### src/cie_pkg.sv
// types, constants and mnemonic lookup functions for the compute-instruction encoder
// no dependencies; imported by c_instruction_encoder
`timescale 1ns / 1ps

package cie_pkg;

  // longest mnemonic held in the token buffer
  localparam int unsigned TOKEN_CHARS = 3;
  localparam int unsigned LEN_W = 2;
  localparam int unsigned KEY_W = LEN_W + 8 * TOKEN_CHARS;

  localparam logic [1:0] ERR_NONE     = 2'd0;
  localparam logic [1:0] ERR_OVERFLOW = 2'd1;
  localparam logic [1:0] ERR_UNKNOWN  = 2'd2;

  localparam logic [2:0] PREFIX_C = 3'b111;

  localparam logic [7:0] CH_EQ    = 8'h3D;
  localparam logic [7:0] CH_SEMI  = 8'h3B;
  localparam logic [7:0] CH_SLASH = 8'h2F;

  typedef logic [KEY_W-1:0] key_t;

  typedef struct packed {
    logic       hit;
    logic [6:0] code;
  } lookup_t;

  // token length and its characters, unused character slots forced to zero
  function automatic key_t make_key(input logic [LEN_W-1:0] len, input logic [7:0] c0,
                                    input logic [7:0] c1, input logic [7:0] c2);
    logic [7:0] m0, m1, m2;
    m0 = (len >= 2'd1) ? c0 : 8'h00;
    m1 = (len >= 2'd2) ? c1 : 8'h00;
    m2 = (len >= 2'd3) ? c2 : 8'h00;
    return {len, m0, m1, m2};
  endfunction

  function automatic lookup_t dest_lookup(input key_t key);
    lookup_t r;
    r.hit  = 1'b1;
    r.code = 7'd0;
    case (key)
      {2'd0, 24'h0}:              r.code = 7'd0;
      {2'd1, "M", 16'h0}:         r.code = 7'd1;
      {2'd1, "D", 16'h0}:         r.code = 7'd2;
      {2'd2, "MD", 8'h0}:         r.code = 7'd3;
      {2'd1, "A", 16'h0}:         r.code = 7'd4;
      {2'd2, "AM", 8'h0}:         r.code = 7'd5;
      {2'd2, "AD", 8'h0}:         r.code = 7'd6;
      {2'd3, "AMD"}:              r.code = 7'd7;
      default:                    r.hit  = 1'b0;
    endcase
    return r;
  endfunction

  function automatic lookup_t jump_lookup(input key_t key);
    lookup_t r;
    r.hit  = 1'b1;
    r.code = 7'd0;
    case (key)
      {2'd0, 24'h0}:              r.code = 7'd0;
      {2'd3, "JGT"}:              r.code = 7'd1;
      {2'd3, "JEQ"}:              r.code = 7'd2;
      {2'd3, "JGE"}:              r.code = 7'd3;
      {2'd3, "JLT"}:              r.code = 7'd4;
      {2'd3, "JNE"}:              r.code = 7'd5;
      {2'd3, "JLE"}:              r.code = 7'd6;
      {2'd3, "JMP"}:              r.code = 7'd7;
      default:                    r.hit  = 1'b0;
    endcase
    return r;
  endfunction

  function automatic lookup_t comp_lookup(input key_t key);
    lookup_t r;
    r.hit  = 1'b1;
    r.code = 7'd0;
    case (key)
      {2'd1, "0", 16'h0}:         r.code = 7'h2A;
      {2'd1, "1", 16'h0}:         r.code = 7'h3F;
      {2'd2, "-1", 8'h0}:         r.code = 7'h3A;
      {2'd1, "D", 16'h0}:         r.code = 7'h0C;
      {2'd1, "A", 16'h0}:         r.code = 7'h30;
      {2'd1, "M", 16'h0}:         r.code = 7'h70;
      {2'd2, "!D", 8'h0}:         r.code = 7'h0D;
      {2'd2, "!A", 8'h0}:         r.code = 7'h31;
      {2'd2, "!M", 8'h0}:         r.code = 7'h71;
      {2'd2, "-D", 8'h0}:         r.code = 7'h0F;
      {2'd2, "-A", 8'h0}:         r.code = 7'h33;
      {2'd2, "-M", 8'h0}:         r.code = 7'h73;
      {2'd3, "D+1"}, {2'd3, "1+D"}: r.code = 7'h1F;
      {2'd3, "A+1"}, {2'd3, "1+A"}: r.code = 7'h37;
      {2'd3, "M+1"}, {2'd3, "1+M"}: r.code = 7'h77;
      {2'd3, "D-1"}:              r.code = 7'h0E;
      {2'd3, "A-1"}:              r.code = 7'h32;
      {2'd3, "M-1"}:              r.code = 7'h72;
      {2'd3, "D+A"}, {2'd3, "A+D"}: r.code = 7'h02;
      {2'd3, "D+M"}, {2'd3, "M+D"}: r.code = 7'h42;
      {2'd3, "D-A"}:              r.code = 7'h13;
      {2'd3, "D-M"}:              r.code = 7'h53;
      {2'd3, "A-D"}:              r.code = 7'h07;
      {2'd3, "M-D"}:              r.code = 7'h47;
      {2'd3, "D&A"}:              r.code = 7'h00;
      {2'd3, "D&M"}:              r.code = 7'h40;
      {2'd3, "D|A"}:              r.code = 7'h15;
      {2'd3, "D|M"}:              r.code = 7'h55;
      default:                    r.hit  = 1'b0;
    endcase
    return r;
  endfunction

endpackage

### src/c_instruction_encoder.sv
// compute-instruction encoder: one character per beat in, one 16-bit word per line out
// Depends on cie_pkg for the mnemonic tables and error codes.
//
// Usage:
//   s_axis carries one ASCII character per beat in tdata, tlast marks the final
//   character of an instruction line. Whitespace is skipped, '=' closes the
//   destination token, ';' the compute token, '/' starts a comment running to
//   the end of the line. m_axis carries one beat per line: the word
//   111 comp7 dest3 jump3 with an error code (zero word on error).
//   Throughput: one character per cycle while s_axis_tready_o is high; the table
//   matches and the token state update sit in one combinational pass from the line state registers.
//   The result beat is registered: it enters the result register, or the skid
//   register while the result register still holds a beat not yet taken.
//   A two-entry output buffer (result register plus skid register) lets the
//   input keep taking characters while a result waits; s_axis_tready_o drops
//   only when both entries hold results the receiver has not yet taken.
//   Reset clears the line state and empties the output buffer.
`timescale 1ns / 1ps

module c_instruction_encoder (
  input  logic        clk_i,
  input  logic        rst_ni,
  input  logic        s_axis_tvalid_i,
  output logic        s_axis_tready_o,
  input  logic [7:0]  s_axis_tdata_i,   // [7:0] ch
  input  logic        s_axis_tlast_i,
  output logic        m_axis_tvalid_o,
  input  logic        m_axis_tready_i,
  output logic [23:0] m_axis_tdata_o    // [15:0] word, [17:16] error, [23:18] zero
);

  import cie_pkg::*;

  logic [7:0]       tok_q [TOKEN_CHARS];
  logic [7:0]       tok_d [TOKEN_CHARS];
  logic [LEN_W-1:0] len_q, len_d;
  logic             ovf_q, ovf_d;
  logic [2:0]       dest_q, dest_d;
  logic [6:0]       comp_q, comp_d;
  logic             seen_q, seen_d;
  logic             fail_q, fail_d;
  logic             cmt_q, cmt_d;

  logic [17:0]      res;
  logic [17:0]      out_q, skid_q;
  logic             out_valid_q, skid_valid_q;

  logic             accept, push, pop, is_space, is_tok;
  key_t             key_cur, key_fin;
  lookup_t          dest_hit, comp_hit, fin_comp, fin_jump;
  logic [6:0]       comp_fin;
  logic [2:0]       jump_fin;
  logic             fail_fin;

  assign s_axis_tready_o = ~skid_valid_q;
  assign accept = s_axis_tvalid_i & s_axis_tready_o;
  assign push   = accept & s_axis_tlast_i;
  assign pop    = out_valid_q & m_axis_tready_i;

  assign is_space = (s_axis_tdata_i == 8'h20) || (s_axis_tdata_i == 8'h09) ||
                    (s_axis_tdata_i == 8'h0D) || (s_axis_tdata_i == 8'h0A) ||
                    (s_axis_tdata_i == 8'h0B) || (s_axis_tdata_i == 8'h0C);
  assign is_tok   = ~cmt_q & ~is_space;

  assign key_cur  = make_key(len_q, tok_q[0], tok_q[1], tok_q[2]);
  assign dest_hit = dest_lookup(key_cur);
  assign comp_hit = comp_lookup(key_cur);

  // token state after this character
  always_comb begin
    tok_d  = tok_q;
    len_d  = len_q;
    ovf_d  = ovf_q;
    dest_d = dest_q;
    comp_d = comp_q;
    seen_d = seen_q;
    fail_d = fail_q;
    cmt_d  = cmt_q;
    if (is_tok) begin
      case (s_axis_tdata_i)
        CH_EQ: begin
          if (!ovf_q) begin
            if (dest_hit.hit) dest_d = dest_hit.code[2:0];
            else fail_d = 1'b1;
          end
          len_d = '0;
        end
        CH_SEMI: begin
          if (!ovf_q) begin
            if (comp_hit.hit) comp_d = comp_hit.code;
            else fail_d = 1'b1;
          end
          len_d  = '0;
          seen_d = 1'b1;
        end
        CH_SLASH: cmt_d = 1'b1;
        default: begin
          if (len_q < LEN_W'(TOKEN_CHARS)) begin
            tok_d[len_q] = s_axis_tdata_i;
            len_d = len_q + 1'b1;
          end else begin
            ovf_d = 1'b1;
          end
        end
      endcase
    end
  end

  // closing the pending token at the end of the line
  assign key_fin  = make_key(len_d, tok_d[0], tok_d[1], tok_d[2]);
  assign fin_comp = comp_lookup(key_fin);
  assign fin_jump = jump_lookup(key_fin);

  always_comb begin
    comp_fin = comp_d;
    jump_fin = 3'd0;
    fail_fin = fail_d;
    if (!ovf_d) begin
      if (seen_d) begin
        if (fin_jump.hit) jump_fin = fin_jump.code[2:0];
        else fail_fin = 1'b1;
      end else begin
        if (fin_comp.hit) comp_fin = fin_comp.code;
        else fail_fin = 1'b1;
      end
    end
    if (ovf_d) begin
      res = {ERR_OVERFLOW, 16'h0000};
    end else if (fail_fin) begin
      res = {ERR_UNKNOWN, 16'h0000};
    end else begin
      res = {ERR_NONE, PREFIX_C, comp_fin, dest_d, jump_fin};
    end
  end

  always_ff @(posedge clk_i or negedge rst_ni) begin
    if (!rst_ni) begin
      len_q  <= '0;
      ovf_q  <= 1'b0;
      dest_q <= '0;
      comp_q <= '0;
      seen_q <= 1'b0;
      fail_q <= 1'b0;
      cmt_q  <= 1'b0;
      for (int i = 0; i < TOKEN_CHARS; i++) tok_q[i] <= '0;
    end else if (accept) begin
      if (s_axis_tlast_i) begin
        len_d_clear: begin
          len_q  <= '0;
          ovf_q  <= 1'b0;
          dest_q <= '0;
          comp_q <= '0;
          seen_q <= 1'b0;
          fail_q <= 1'b0;
          cmt_q  <= 1'b0;
          for (int i = 0; i < TOKEN_CHARS; i++) tok_q[i] <= '0;
        end
      end else begin
        len_q  <= len_d;
        ovf_q  <= ovf_d;
        dest_q <= dest_d;
        comp_q <= comp_d;
        seen_q <= seen_d;
        fail_q <= fail_d;
        cmt_q  <= cmt_d;
        tok_q  <= tok_d;
      end
    end
  end

  // result register with a skid entry behind it
  always_ff @(posedge clk_i or negedge rst_ni) begin
    if (!rst_ni) begin
      out_valid_q  <= 1'b0;
      skid_valid_q <= 1'b0;
    end else if (!out_valid_q || pop) begin
      if (skid_valid_q) begin
        out_valid_q  <= 1'b1;
        skid_valid_q <= 1'b0;
      end else begin
        out_valid_q  <= push;
      end
    end else if (push) begin
      skid_valid_q <= 1'b1;
    end
  end

  always_ff @(posedge clk_i) begin
    if (!out_valid_q || pop) begin
      if (skid_valid_q) out_q <= skid_q;
      else if (push) out_q <= res;
    end else if (push) begin
      skid_q <= res;
    end
  end

  assign m_axis_tvalid_o = out_valid_q;
  assign m_axis_tdata_o  = {6'd0, out_q};

endmodule

### config.mk
export PLATFORM = sky130hd
export DESIGN_NAME = c_instruction_encoder
export DESIGN_NICKNAME = d
export VERILOG_FILES = /design/src/cie_pkg.sv /design/src/c_instruction_encoder.sv
export SDC_FILE = /design/constraint.sdc
export NUM_CORES = 1
export LEC_CHECK = 0
export BUFFER_PORTS_ARGS = -buffer_cell sky130_fd_sc_hd__buf_2
export CAP_MARGIN = 20
export CORE_MARGIN = 4
export CORE_UTILIZATION = 60
export CTS_CLUSTER_DIAMETER = 100
export DETAILED_ROUTE_END_ITERATION = 8
export PLACE_DENSITY = 0.8
export SYNTH_ARGS = -nofsm -noshare
export SYNTH_HDL_FRONTEND = slang
export SYNTH_SLANG_ARGS = --single-unit
export TNS_END_PERCENT = 100
### constraint.sdc
create_clock -name clk_i -period 7.25 [get_ports clk_i]
set_clock_uncertainty 0.2 [all_clocks]
set_input_delay 2.175 -clock clk_i [delete_from_list [all_inputs] [get_ports clk_i]]
set_output_delay 2.175 -clock clk_i [all_outputs]
set_load 0.05 [all_outputs]
==> Word-level counts from Yosys, hierarchy flattened <==
Index checks and enable logic that the tools add are counted.
{ "word_totals": {"ff_bits": 78, "latch_bits": 0, "ramBits": 0, "rom_bits": 0, "out_inout_bits": 26, "elab_cells": 219, "n_memories": 0} }
{ "op_classes": {"addsub": 1, "mul": 0, "n_div": 0, "n_lt_le_gt_ge": 9, "eq_ne": 86, "n_shift": 0, "n_mux": 67, "bitwise_logic": 9, "reduce_logical": 33} }
{ "ops": {"columns": ["operator", "count"], "rows": [
  ["$eq 26x26->1 const B", 67],
  ["$pmux 7 s27", 2],
  ["$eq 26x25->1 const B", 10],
  ["$mux 24", 4],
  ["$mux 18", 4],
  ["$reduce_or 33->1", 2],
  ["$mux 8", 7],
  ["$logic_not 26->1", 2],
  ["$mux 7", 7],
  ["$pmux 3 s7", 2],
  ["$eq 8x4->1 const B", 5],
  ["$eq 8x6->1 const B", 4],
  ["$mux 1", 27],
  ["$bwmux 24", 1],
  ["$reduce_or 2->1", 11],
  ["$mux 3", 7],
  ["$demux 8 s2", 1],
  ["$reduce_or 8->1", 2],
  ["$ge 2x2->1 const B", 4],
  ["$reduce_bool 2->1", 4],
  ["$logic_or 1x1->1", 6],
  ["$mux 2", 3],
  ["$and 1x1->1", 4],
  ["$ge 2x1->1 const B", 2],
  ["13 further kinds", 17]
]} }

==> Logic depth before layout (Yosys ltp) <==
Gate-level depths: netlist of the first run.
{ "depth": {"ltp_word": 21, "mapped_depth": 17, "depth_no_buf": 11} }

==> Worst setup path before layout of the first run <==
OpenSTA, ideal clock, no wires.
{ "synth_path": {"path_type": "in2reg", "startpoint": "in s_axis_tdata_i[0]", "endpoint": "reg out_q[9], data pin", "setup_time_ns": 0.169, "arrival_time_ns": 5.202, "setup_slack_ns": 1.679, "cell_stages": 13, "path_cell_list": "buf_2 -> o31ai_1 -> o21ai_1 -> a211oi_2 -> nand3_2 -> mux2_2 -> nor3b_2 -> buf_2 -> a221oi_1 -> nand4_1 -> o21ai_0 -> mux2_2 -> o31ai_1"} }
{ "synth_between": {"elab_chain_len": 21, "elab_cells_between_ends": 99, "cone_classes": "3 x order compare; 49 x eq/ne; 30 x mux; 2 x bitwise; 15 x reduce/logical"} }
{ "synth_rtl": {"columns": ["item", "line_no", "text"], "rows": [
  ["start, declared", "c_instruction_encoder.sv:25", "input logic [7:0] s_axis_tdata_i,"],
  ["$eq 8x6->1 / $eq 8x4->1 (equally long branches)", "c_instruction_encoder.sv:60", "assign is_space = (s_axis_tdata_i == 8'h20) || (s_axis_tdata_i == 8'h09) ||"],
  ["$logic_or 1x1->1 (2 in a row)", "c_instruction_encoder.sv:60", null],
  ["$logic_or 1x1->1 (2 in a row)", "c_instruction_encoder.sv:61", "(s_axis_tdata_i == 8'h0D) || (s_axis_tdata_i == 8'h0A) ||"],
  ["$logic_or 1x1->1", "c_instruction_encoder.sv:62", "(s_axis_tdata_i == 8'h0B) || (s_axis_tdata_i == 8'h0C);"],
  ["$not 1->1", "c_instruction_encoder.sv:63", "assign is_tok = ~cmt_q & ~is_space;"],
  ["$and 1x1->1", "c_instruction_encoder.sv:63", null],
  ["$mux 2", "c_instruction_encoder.sv:79", "if (is_tok) begin"],
  ["$ge 2x2->1 (tied with other cells)", "cie_pkg.sv:35", "m2 = (len >= 2'd3) ? c2 : 8'h00;"],
  ["(+3 left out)", null, null],
  ["$mux 1, on equally long branches", "cie_pkg.sv:79, cie_pkg.sv:61", null],
  ["$mux 1, on equally long branches", "c_instruction_encoder.sv:123, c_instruction_encoder.sv:120", null],
  ["$mux 1", "c_instruction_encoder.sv:119", "if (seen_d) begin"],
  ["$mux 1", "c_instruction_encoder.sv:118", "if (!ovf_d) begin"],
  ["$mux 18", "c_instruction_encoder.sv:129", "end else if (fail_fin) begin"],
  ["$mux 18 *", "c_instruction_encoder.sv:127", "if (ovf_d) begin"],
  ["$mux 18 *", "c_instruction_encoder.sv:191", "else if (push) out_q <= res;"],
  ["$mux 18 *", "c_instruction_encoder.sv:190", "if (skid_valid_q) out_q <= skid_q;"],
  ["end signal, assigned", "c_instruction_encoder.sv:190", null],
  ["end signal, assigned", "c_instruction_encoder.sv:191", null],
  ["end, declared", "c_instruction_encoder.sv:45", "logic [17:0] out_q, skid_q;"]
]} }
Mark *: on every way between the ends. The rest lies on a longest branch, timed or not. The select of a mux whose other input is x is not followed.
A chain may end at the register's enable or synchronous reset.

==> Worst setup path in the final report of the first run <==
{ "layout_path": {"startpoint": "in s_axis_tdata_i[1]", "endpoint": "reg out_q[8], data pin"} }
The elaborated chain is that of the path after synthesis.

==> flow_metrics.env, run 1 <==
export IMPL_outcome="finished clean"
export IMPL_period_needed_ns=6.44
export IMPL_power_w=0.00116
export IMPL_num_vias=6810
export IMPL_crit_arrival_ns=6.43
export IMPL_cts_tree="built"
export IMPL_syn_inst=759
export IMPL_clk_latency_ns=0.37
export IMPL_critPathMaxFanout=20
export IMPL_clk_root_buffer_cell="clkbuf_8"
export IMPL_rows=36
export IMPL_wl_um=21500
export IMPL_min_from="dest_q[0]"
export IMPL_drt_drc_violations_left=0
export IMPL_cp_end_kind="flip-flop"
export IMPL_synth_top_area_share_pct=17.0
export IMPL_setup_tns_final_ns=0
export IMPL_fin_nets=784
export IMPL_hold_class="flip-flop to flip-flop"
export IMPL_pre_cts_slack_ns=0.564
export IMPL_switching_power_w=0.000450
export IMPL_gr_usage_all_layers_pct=36.5
export IMPL_antenna_left=0
export IMPL_wire_per_inst_um=23.6
export IMPL_yosysMostFrequentCell="nand2_1"
export IMPL_drive_gt1_share_pct=14.2
export IMPL_crit_type="input pin to flip-flop"
export IMPL_ys_ff_latch=74
export IMPL_crit_chain="buf_2 -> o31ai_1 -> o21ai_1 -> a211o_1 -> buf_4 -> a21oi_1 -> o21ai_0 -> o32ai_1 -> a221oi_1 -> nand4_1 -> o21ai_1 -> a211o_1 -> o41ai_2"
export IMPL_grt_ovfl_total=0
export IMPL_p_int_w=0.000712
export IMPL_synthTopCellsByCount="nand2_1, nor2_1, o21ai_0"
export IMPL_syn_avg_cell_area_um2=8.15
export IMPL_timing_final_ws_setup_ns=0.805
export IMPL_synth_edf_count=32
export IMPL_cts_path_max_buffers=2
export IMPL_async_flop_share_pct=56.8
export IMPL_fin_crit_sh_pct=88.9
export IMPL_hpwl_um=16100
export IMPL_drv_slew=0
export IMPL_first_pass_iters=8
export IMPL_worstPathRequired_ns=7.24
export IMPL_h_tree_depth=3
export IMPL_clk_pin_slew_ns=0.09
export IMPL_synth_top_cell_by_area="dfrtp_1"
export IMPL_antenna_found_initial=0
export IMPL_finalHoldViolations=0
export IMPL_maxCapViolations=0
export IMPL_worstMarginPinSlew_ns=1.16
export IMPL_max_stage_delay_ns=0.71
export IMPL_grt_pass1_wl_um=33300
export IMPL_clkPwrFrac_pct=29.6
export IMPL_first_global_vias=6043
export IMPL_drt_iter0_markers=1006
export IMPL_diodes=0
export IMPL_max_freq_mhz=155
export IMPL_r2r_slack_ns=1.91
export IMPL_die_h_um=110
export IMPL_pwr_share_seq_pct=44.2
export IMPL_relSlewSlack_pct=21.3
export IMPL_holdBufCountCts=0
export IMPL_p_comb_share_pct=26.2
export IMPL_holdPathStages=2
export IMPL_postCtsSetupRepairBufs=0
export IMPL_syn_to_final_growth_pct=6.65
export IMPL_numCtsBuffers=9
export IMPL_syn_area_um2=6190
export IMPL_die_x_um=110
export IMPL_p_per_area_nw_per_um2=176
export IMPL_grt_start_max_net_pins=43
export IMPL_setup_violations=0
export IMPL_routabilityCongestion=1.06
export IMPL_seq_area_frac_synth_pct=32.5
export IMPL_start_kind="input pin"
export IMPL_swShare_pct=38.7
export IMPL_initial_core_util_pct=62.4
export IMPL_p_leak_nw=2.34
export IMPL_ir_drop_mv=0.222
export IMPL_pin_count=39
export IMPL_rsz0062_at_grt="no"
export IMPL_hold_end="dest_q[0]"
export IMPL_synthFlopType="dfrtp_1"
export IMPL_core_area_um2=9910
export IMPL_r2r_start="len_q[0]"
export IMPL_critPathSlowestCell="a21oi_1"
export IMPL_reg2reg_depth=11
export IMPL_yosysWarnings=0
export IMPL_die_area_um2=12000
export IMPL_r2r_end="out_q[15]"
export IMPL_synth_cell_types=87
export IMPL_synthTopCellsByArea="dfrtp_1, edfxtp_1, nand2_1, o21ai_0, nor2_1"
export IMPL_clock_sinks=74
export IMPL_viasPerCell=7.49
export IMPL_port_buffers=32
export IMPL_utilization_pct=66.6
export IMPL_post_cts_resized=0
power groups by stage:
| stage | Clock (W) | Sequential (W) | Combinational (W) |
|---|---|---|---|
| 3_3_place_gp | 0 | 0.000516 | 0.000286 |
| 3_5_place_dp | 0 | 0.000519 | 0.000289 |
| 6_report | 0.000344 | 0.000513 | 0.000304 |
| 4_1_cts | 0.000343 | 0.000510 | 0.000290 |
| 5_1_grt | 0.000363 | 0.000517 | 0.000320 |
| 2_1_floorplan | 0 | 0.000511 | 0.000208 |
registers in the layout, summed over array words and instances (netlist names):
register,count
tok_q,24
out_q,16
skid_q,16
comp_q,7
dest_q,3
len_q,2
cmt_q,1
fail_q,1
m_axis_tvalid_o,1
ovf_q,1
seen_q,1
skid_valid_q,1
through the flow:
stage	area [µm²]	hold WS (ns)	cells
after floorplan	6210	0.245	764
after global placement	6390	0.260	893
after detailed placement	6390	0.276	893
after CTS	6600	0.296	909
after global routing	6600	0.323	909
final	6600	0.308	909
placed cells by master, fill, tap and decap left out, drive strengths merged, types with 6 or more instances in the layout:
cell type	count
o21ai	66
a211oi	7
nor2b	9
o211ai	7
nand4	16
nand3	27
inv	15
a32oi	10
nor4	22
or3	15
or4	6
and2	11
dfrtp	42
nor4b	8
nand2b	21
nor2	67
mux2i	13
nand2	97
or2	6
o31ai	13
clkbuf	9
edfxtp	32
a21oi	33
conb	6
nor3	23
mux2	14
or4b	6
nor3b	9
o2111ai	6
a31oi	18
buf	47
o22ai	7
per-layer routing:
layer / vias up / wire (µm) / track usage [%]
met2: 556 / 9470 / 55.4
li1: 2933 / - / -
met1: 3206 / 8220 / 49.9
met4: 0 / 1150 / 16.3
met3: 115 / 2640 / 8.10
met5: - / 0 / 0
kinds of logic (layout without fill, tap and decap cells):
kind of cell	count (synthesis)	count (layout)	synth area share [%]
AOI/OAI and AO/OA	222	222	24.6
xor gates and xnor gates	3	3	0.425
buffers and inverters	64	76	4.97
DFF	74	74	32.5
muxes	27	27	4.65
other	1	6	0.0606
and+or+nand+nor	368	368	32.8
cell type report:
class / count / area [µm²]
multi-input cells: 626 / 3890
fillers: 826 / 3310
flip-flops and latches: 74 / 2010
repair buffers: 47 / 273
well taps: 133 / 166
clock buffers: 9 / 124
clock inverters: 7 / 82.6
inverters: 13 / 48.8
critical path: cells and delay by family:
kind	cells	cell delay, ns
buffers and inverters	2	0.47
and+or+nand+nor	1	0.16
AOI/OAI and AO/OA	10	3.61
worst max path at each step:
stage                            from  endpoint  cells past startpoint
floorplan           s_axis_tdata_i[0]  out_q[9]                     13
global placement    s_axis_tdata_i[1]  out_q[7]                     13
detailed placement  s_axis_tdata_i[1]  out_q[8]                     13
CTS                 s_axis_tdata_i[1]  out_q[8]                     13
global route        s_axis_tdata_i[1]  out_q[8]                     13
finish              s_axis_tdata_i[1]  out_q[8]                     13
Note: power is estimated with default switching activity, not from simulation.
==> run 2, diff against run 1 <==
--- a/config.mk
+++ b/config.mk
@@ -8,10 +8,10 @@
 export BUFFER_PORTS_ARGS = -buffer_cell sky130_fd_sc_hd__buf_2
 export CAP_MARGIN = 20
 export CORE_MARGIN = 4
-export CORE_UTILIZATION = 60
+export CORE_UTILIZATION = 30
 export CTS_CLUSTER_DIAMETER = 100
 export DETAILED_ROUTE_END_ITERATION = 8
-export PLACE_DENSITY = 0.8
+export PLACE_DENSITY = 0.46
 export SYNTH_ARGS = -nofsm -noshare
 export SYNTH_HDL_FRONTEND = slang
 export SYNTH_SLANG_ARGS = --single-unit
==> run 2 against run 1 <==
Compared with the run above: non-clock buffer count is 7 higher; sequential power hardly changed; worst hold slack worse by 0.025 ns; highest routed layer unchanged.
==> flow_metrics.env, run 2 (same netlist as run 1, synthesis figures left out) <==
export IMPL_gr_usage_all_layers_pct=21.4
export IMPL_clk_latency_ns=0.35
export IMPL_max_freq_mhz=152
export IMPL_initial_core_util_pct=30.6
export IMPL_clock_sinks=74
export IMPL_p_per_area_nw_per_um2=188
export IMPL_antenna_left=0
export IMPL_rows=52
export IMPL_ir_drop_mv=0.146
export IMPL_worstMarginPinSlew_ns=1.16
export IMPL_die_x_um=152
export IMPL_holdWs_ns=0.283
export IMPL_drt_drc_violations_left=0
export IMPL_clk_pin_slew_ns=0.07
export IMPL_p_leak_nw=2.43
export IMPL_path_buf_inv=1
export IMPL_crit_arrival_ns=6.54
export IMPL_diodes=0
export IMPL_numCtsBuffers=9
export IMPL_antenna_found_initial=0
export IMPL_swShare_pct=36.6
export IMPL_setup_violations=0
export IMPL_max_stage_delay_ns=0.73
export IMPL_crit_type="input pin to flip-flop"
export IMPL_die_area_um2=23000
export IMPL_setup_tns_final_ns=0
export IMPL_pin_count=39
export IMPL_postCtsSetupRepairBufs=0
export IMPL_power_w=0.00130
export IMPL_fin_nets=791
export IMPL_first_global_vias=6050
export IMPL_rsz0062_at_grt="no"
export IMPL_cp_end_kind="flip-flop"
export IMPL_layout_common_cells="nand2_1, nor2_1, o21ai_0"
export IMPL_cts_tree="built"
export IMPL_finalHoldViolations=0
export IMPL_reg_top3="tok_q: 24 flops, out_q: 16 flops, skid_q: 16 flops"
export IMPL_h_tree_depth=3
export IMPL_routabilityCongestion=0.950
export IMPL_clk_root_buffer_cell="clkbuf_16"
export IMPL_grt_ovfl_total=0
export IMPL_grt_start_max_net_pins=43
export IMPL_seqCellArea_um2=2010
export IMPL_die_h_um=152
export IMPL_hold_class="flip-flop to flip-flop"
export IMPL_largest_reg_flops=24
export IMPL_drive_gt1_share_pct=14.9
export IMPL_holdBufCountCts=0
export IMPL_post_cts_resized=0
export IMPL_clkPwrFrac_pct=36.6
export IMPL_n_fill_cell=2175
export IMPL_period_needed_ns=6.58
export IMPL_drt_iter0_markers=594
export IMPL_syn_to_final_growth_pct=12.1
export IMPL_grt_pass1_wl_um=37100
export IMPL_hpwl_um=19100
export IMPL_wl_um=24500
export IMPL_num_vias=6481
export IMPL_switching_power_w=0.000476
export IMPL_outcome="finished clean"
export IMPL_crit_chain="buf_2 -> nand2b_1 -> a2111oi_2 -> a211o_1 -> a221o_1 -> o21ai_1 -> nor4_1 -> a221oi_1 -> nand4_1 -> o21ai_1 -> a211o_1 -> o41ai_2"
export IMPL_fin_crit_sh_pct=90.7
export IMPL_first_pass_iters=5
export IMPL_pre_cts_slack_ns=0.387
export IMPL_worstPathRequired_ns=7.21
export IMPL_pwr_share_seq_pct=39.5
export IMPL_critPathSlowestCell="a211o_1"
export IMPL_viasPerCell=6.15
export IMPL_drv_slew=0
export IMPL_critPathTopFamily="compound AO/OA/AOI/OAI gates"
export IMPL_critPathMaxFanout=23
export IMPL_start_kind="input pin"
export IMPL_maxCapViolations=0
export IMPL_wire_per_inst_um=23.3
export IMPL_cts_path_max_buffers=2
export IMPL_final_common_cell="nand2_1"
export IMPL_top_register="tok_q"
export IMPL_core_area_um2=20200
export IMPL_p_int_w=0.000824
export IMPL_port_buffers=32
export IMPL_timing_final_ws_setup_ns=0.675
export IMPL_relSlewSlack_pct=22.5
export IMPL_p_comb_share_pct=24.0
export IMPL_multiInputGateArea_um2=3890
[run 2: power groups by stage]
stage          Sequential, W  Clock, W  Combinational, W
3_3_place_gp        0.000520         0          0.000307
5_1_grt             0.000518  0.000501          0.000334
6_report            0.000513  0.000476          0.000312
4_1_cts             0.000512  0.000485          0.000307
2_1_floorplan       0.000511         0          0.000208
3_5_place_dp        0.000520         0          0.000306
[run 2: worst min-delay path, cell delays in order, from the launching register on]
cell	delay [ns]
dfrtp_1	0.34
nand2_1	0.04
o21ai_0	0.06
[run 2: layer usage]
| layer | global-route usage [%] | vias up | routed length, µm |
|---|---|---|---|
| met3 | 3.45 | 82 | 1660 |
| met1 | 28.7 | 3112 | 10700 |
| li1 | - | 2946 | - |
| met4 | 8.49 | 0 | 944 |
| met2 | 34.4 | 341 | 11300 |
| met5 | 0 | - | 0 |
[run 2: path summary, 6_finish.rpt]
kind                             endpoint              start  cells after the start  slack, ns
worst min register to register  comp_q[1]          comp_q[1]                      2       0.28
worst max-delay path             out_q[8]  s_axis_tdata_i[1]                     12       0.67
worst min-delay path            comp_q[1]          comp_q[1]                      2       0.28
min in group asynchronous       tok_q[21]             rst_ni                      1       1.47
worst max register to register   out_q[8]           len_q[1]                     10       2.09
max in group asynchronous       comp_q[2]             rst_ni                      2       4.91
[run 2: per-stage QoR]
step	instance area, µm²	util, %	cells
floorplan	6210	-	764
global placement	6600	32.6	1035
detailed placement	6600	32.6	1035
CTS	6910	34.2	1051
global route	6940	34.3	1053
finish	6940	34.3	1053
[run 2: final cells by class]
class                   count  share of cell area (%)
clock buffers               9                    3.25
clock inverters             7                    1.23
inverters                  13                   0.703
multi-input cells         626                    56.1
flip-flops and latches     74                    29.0
well taps                 270                    4.87
repair buffers             54                    4.83
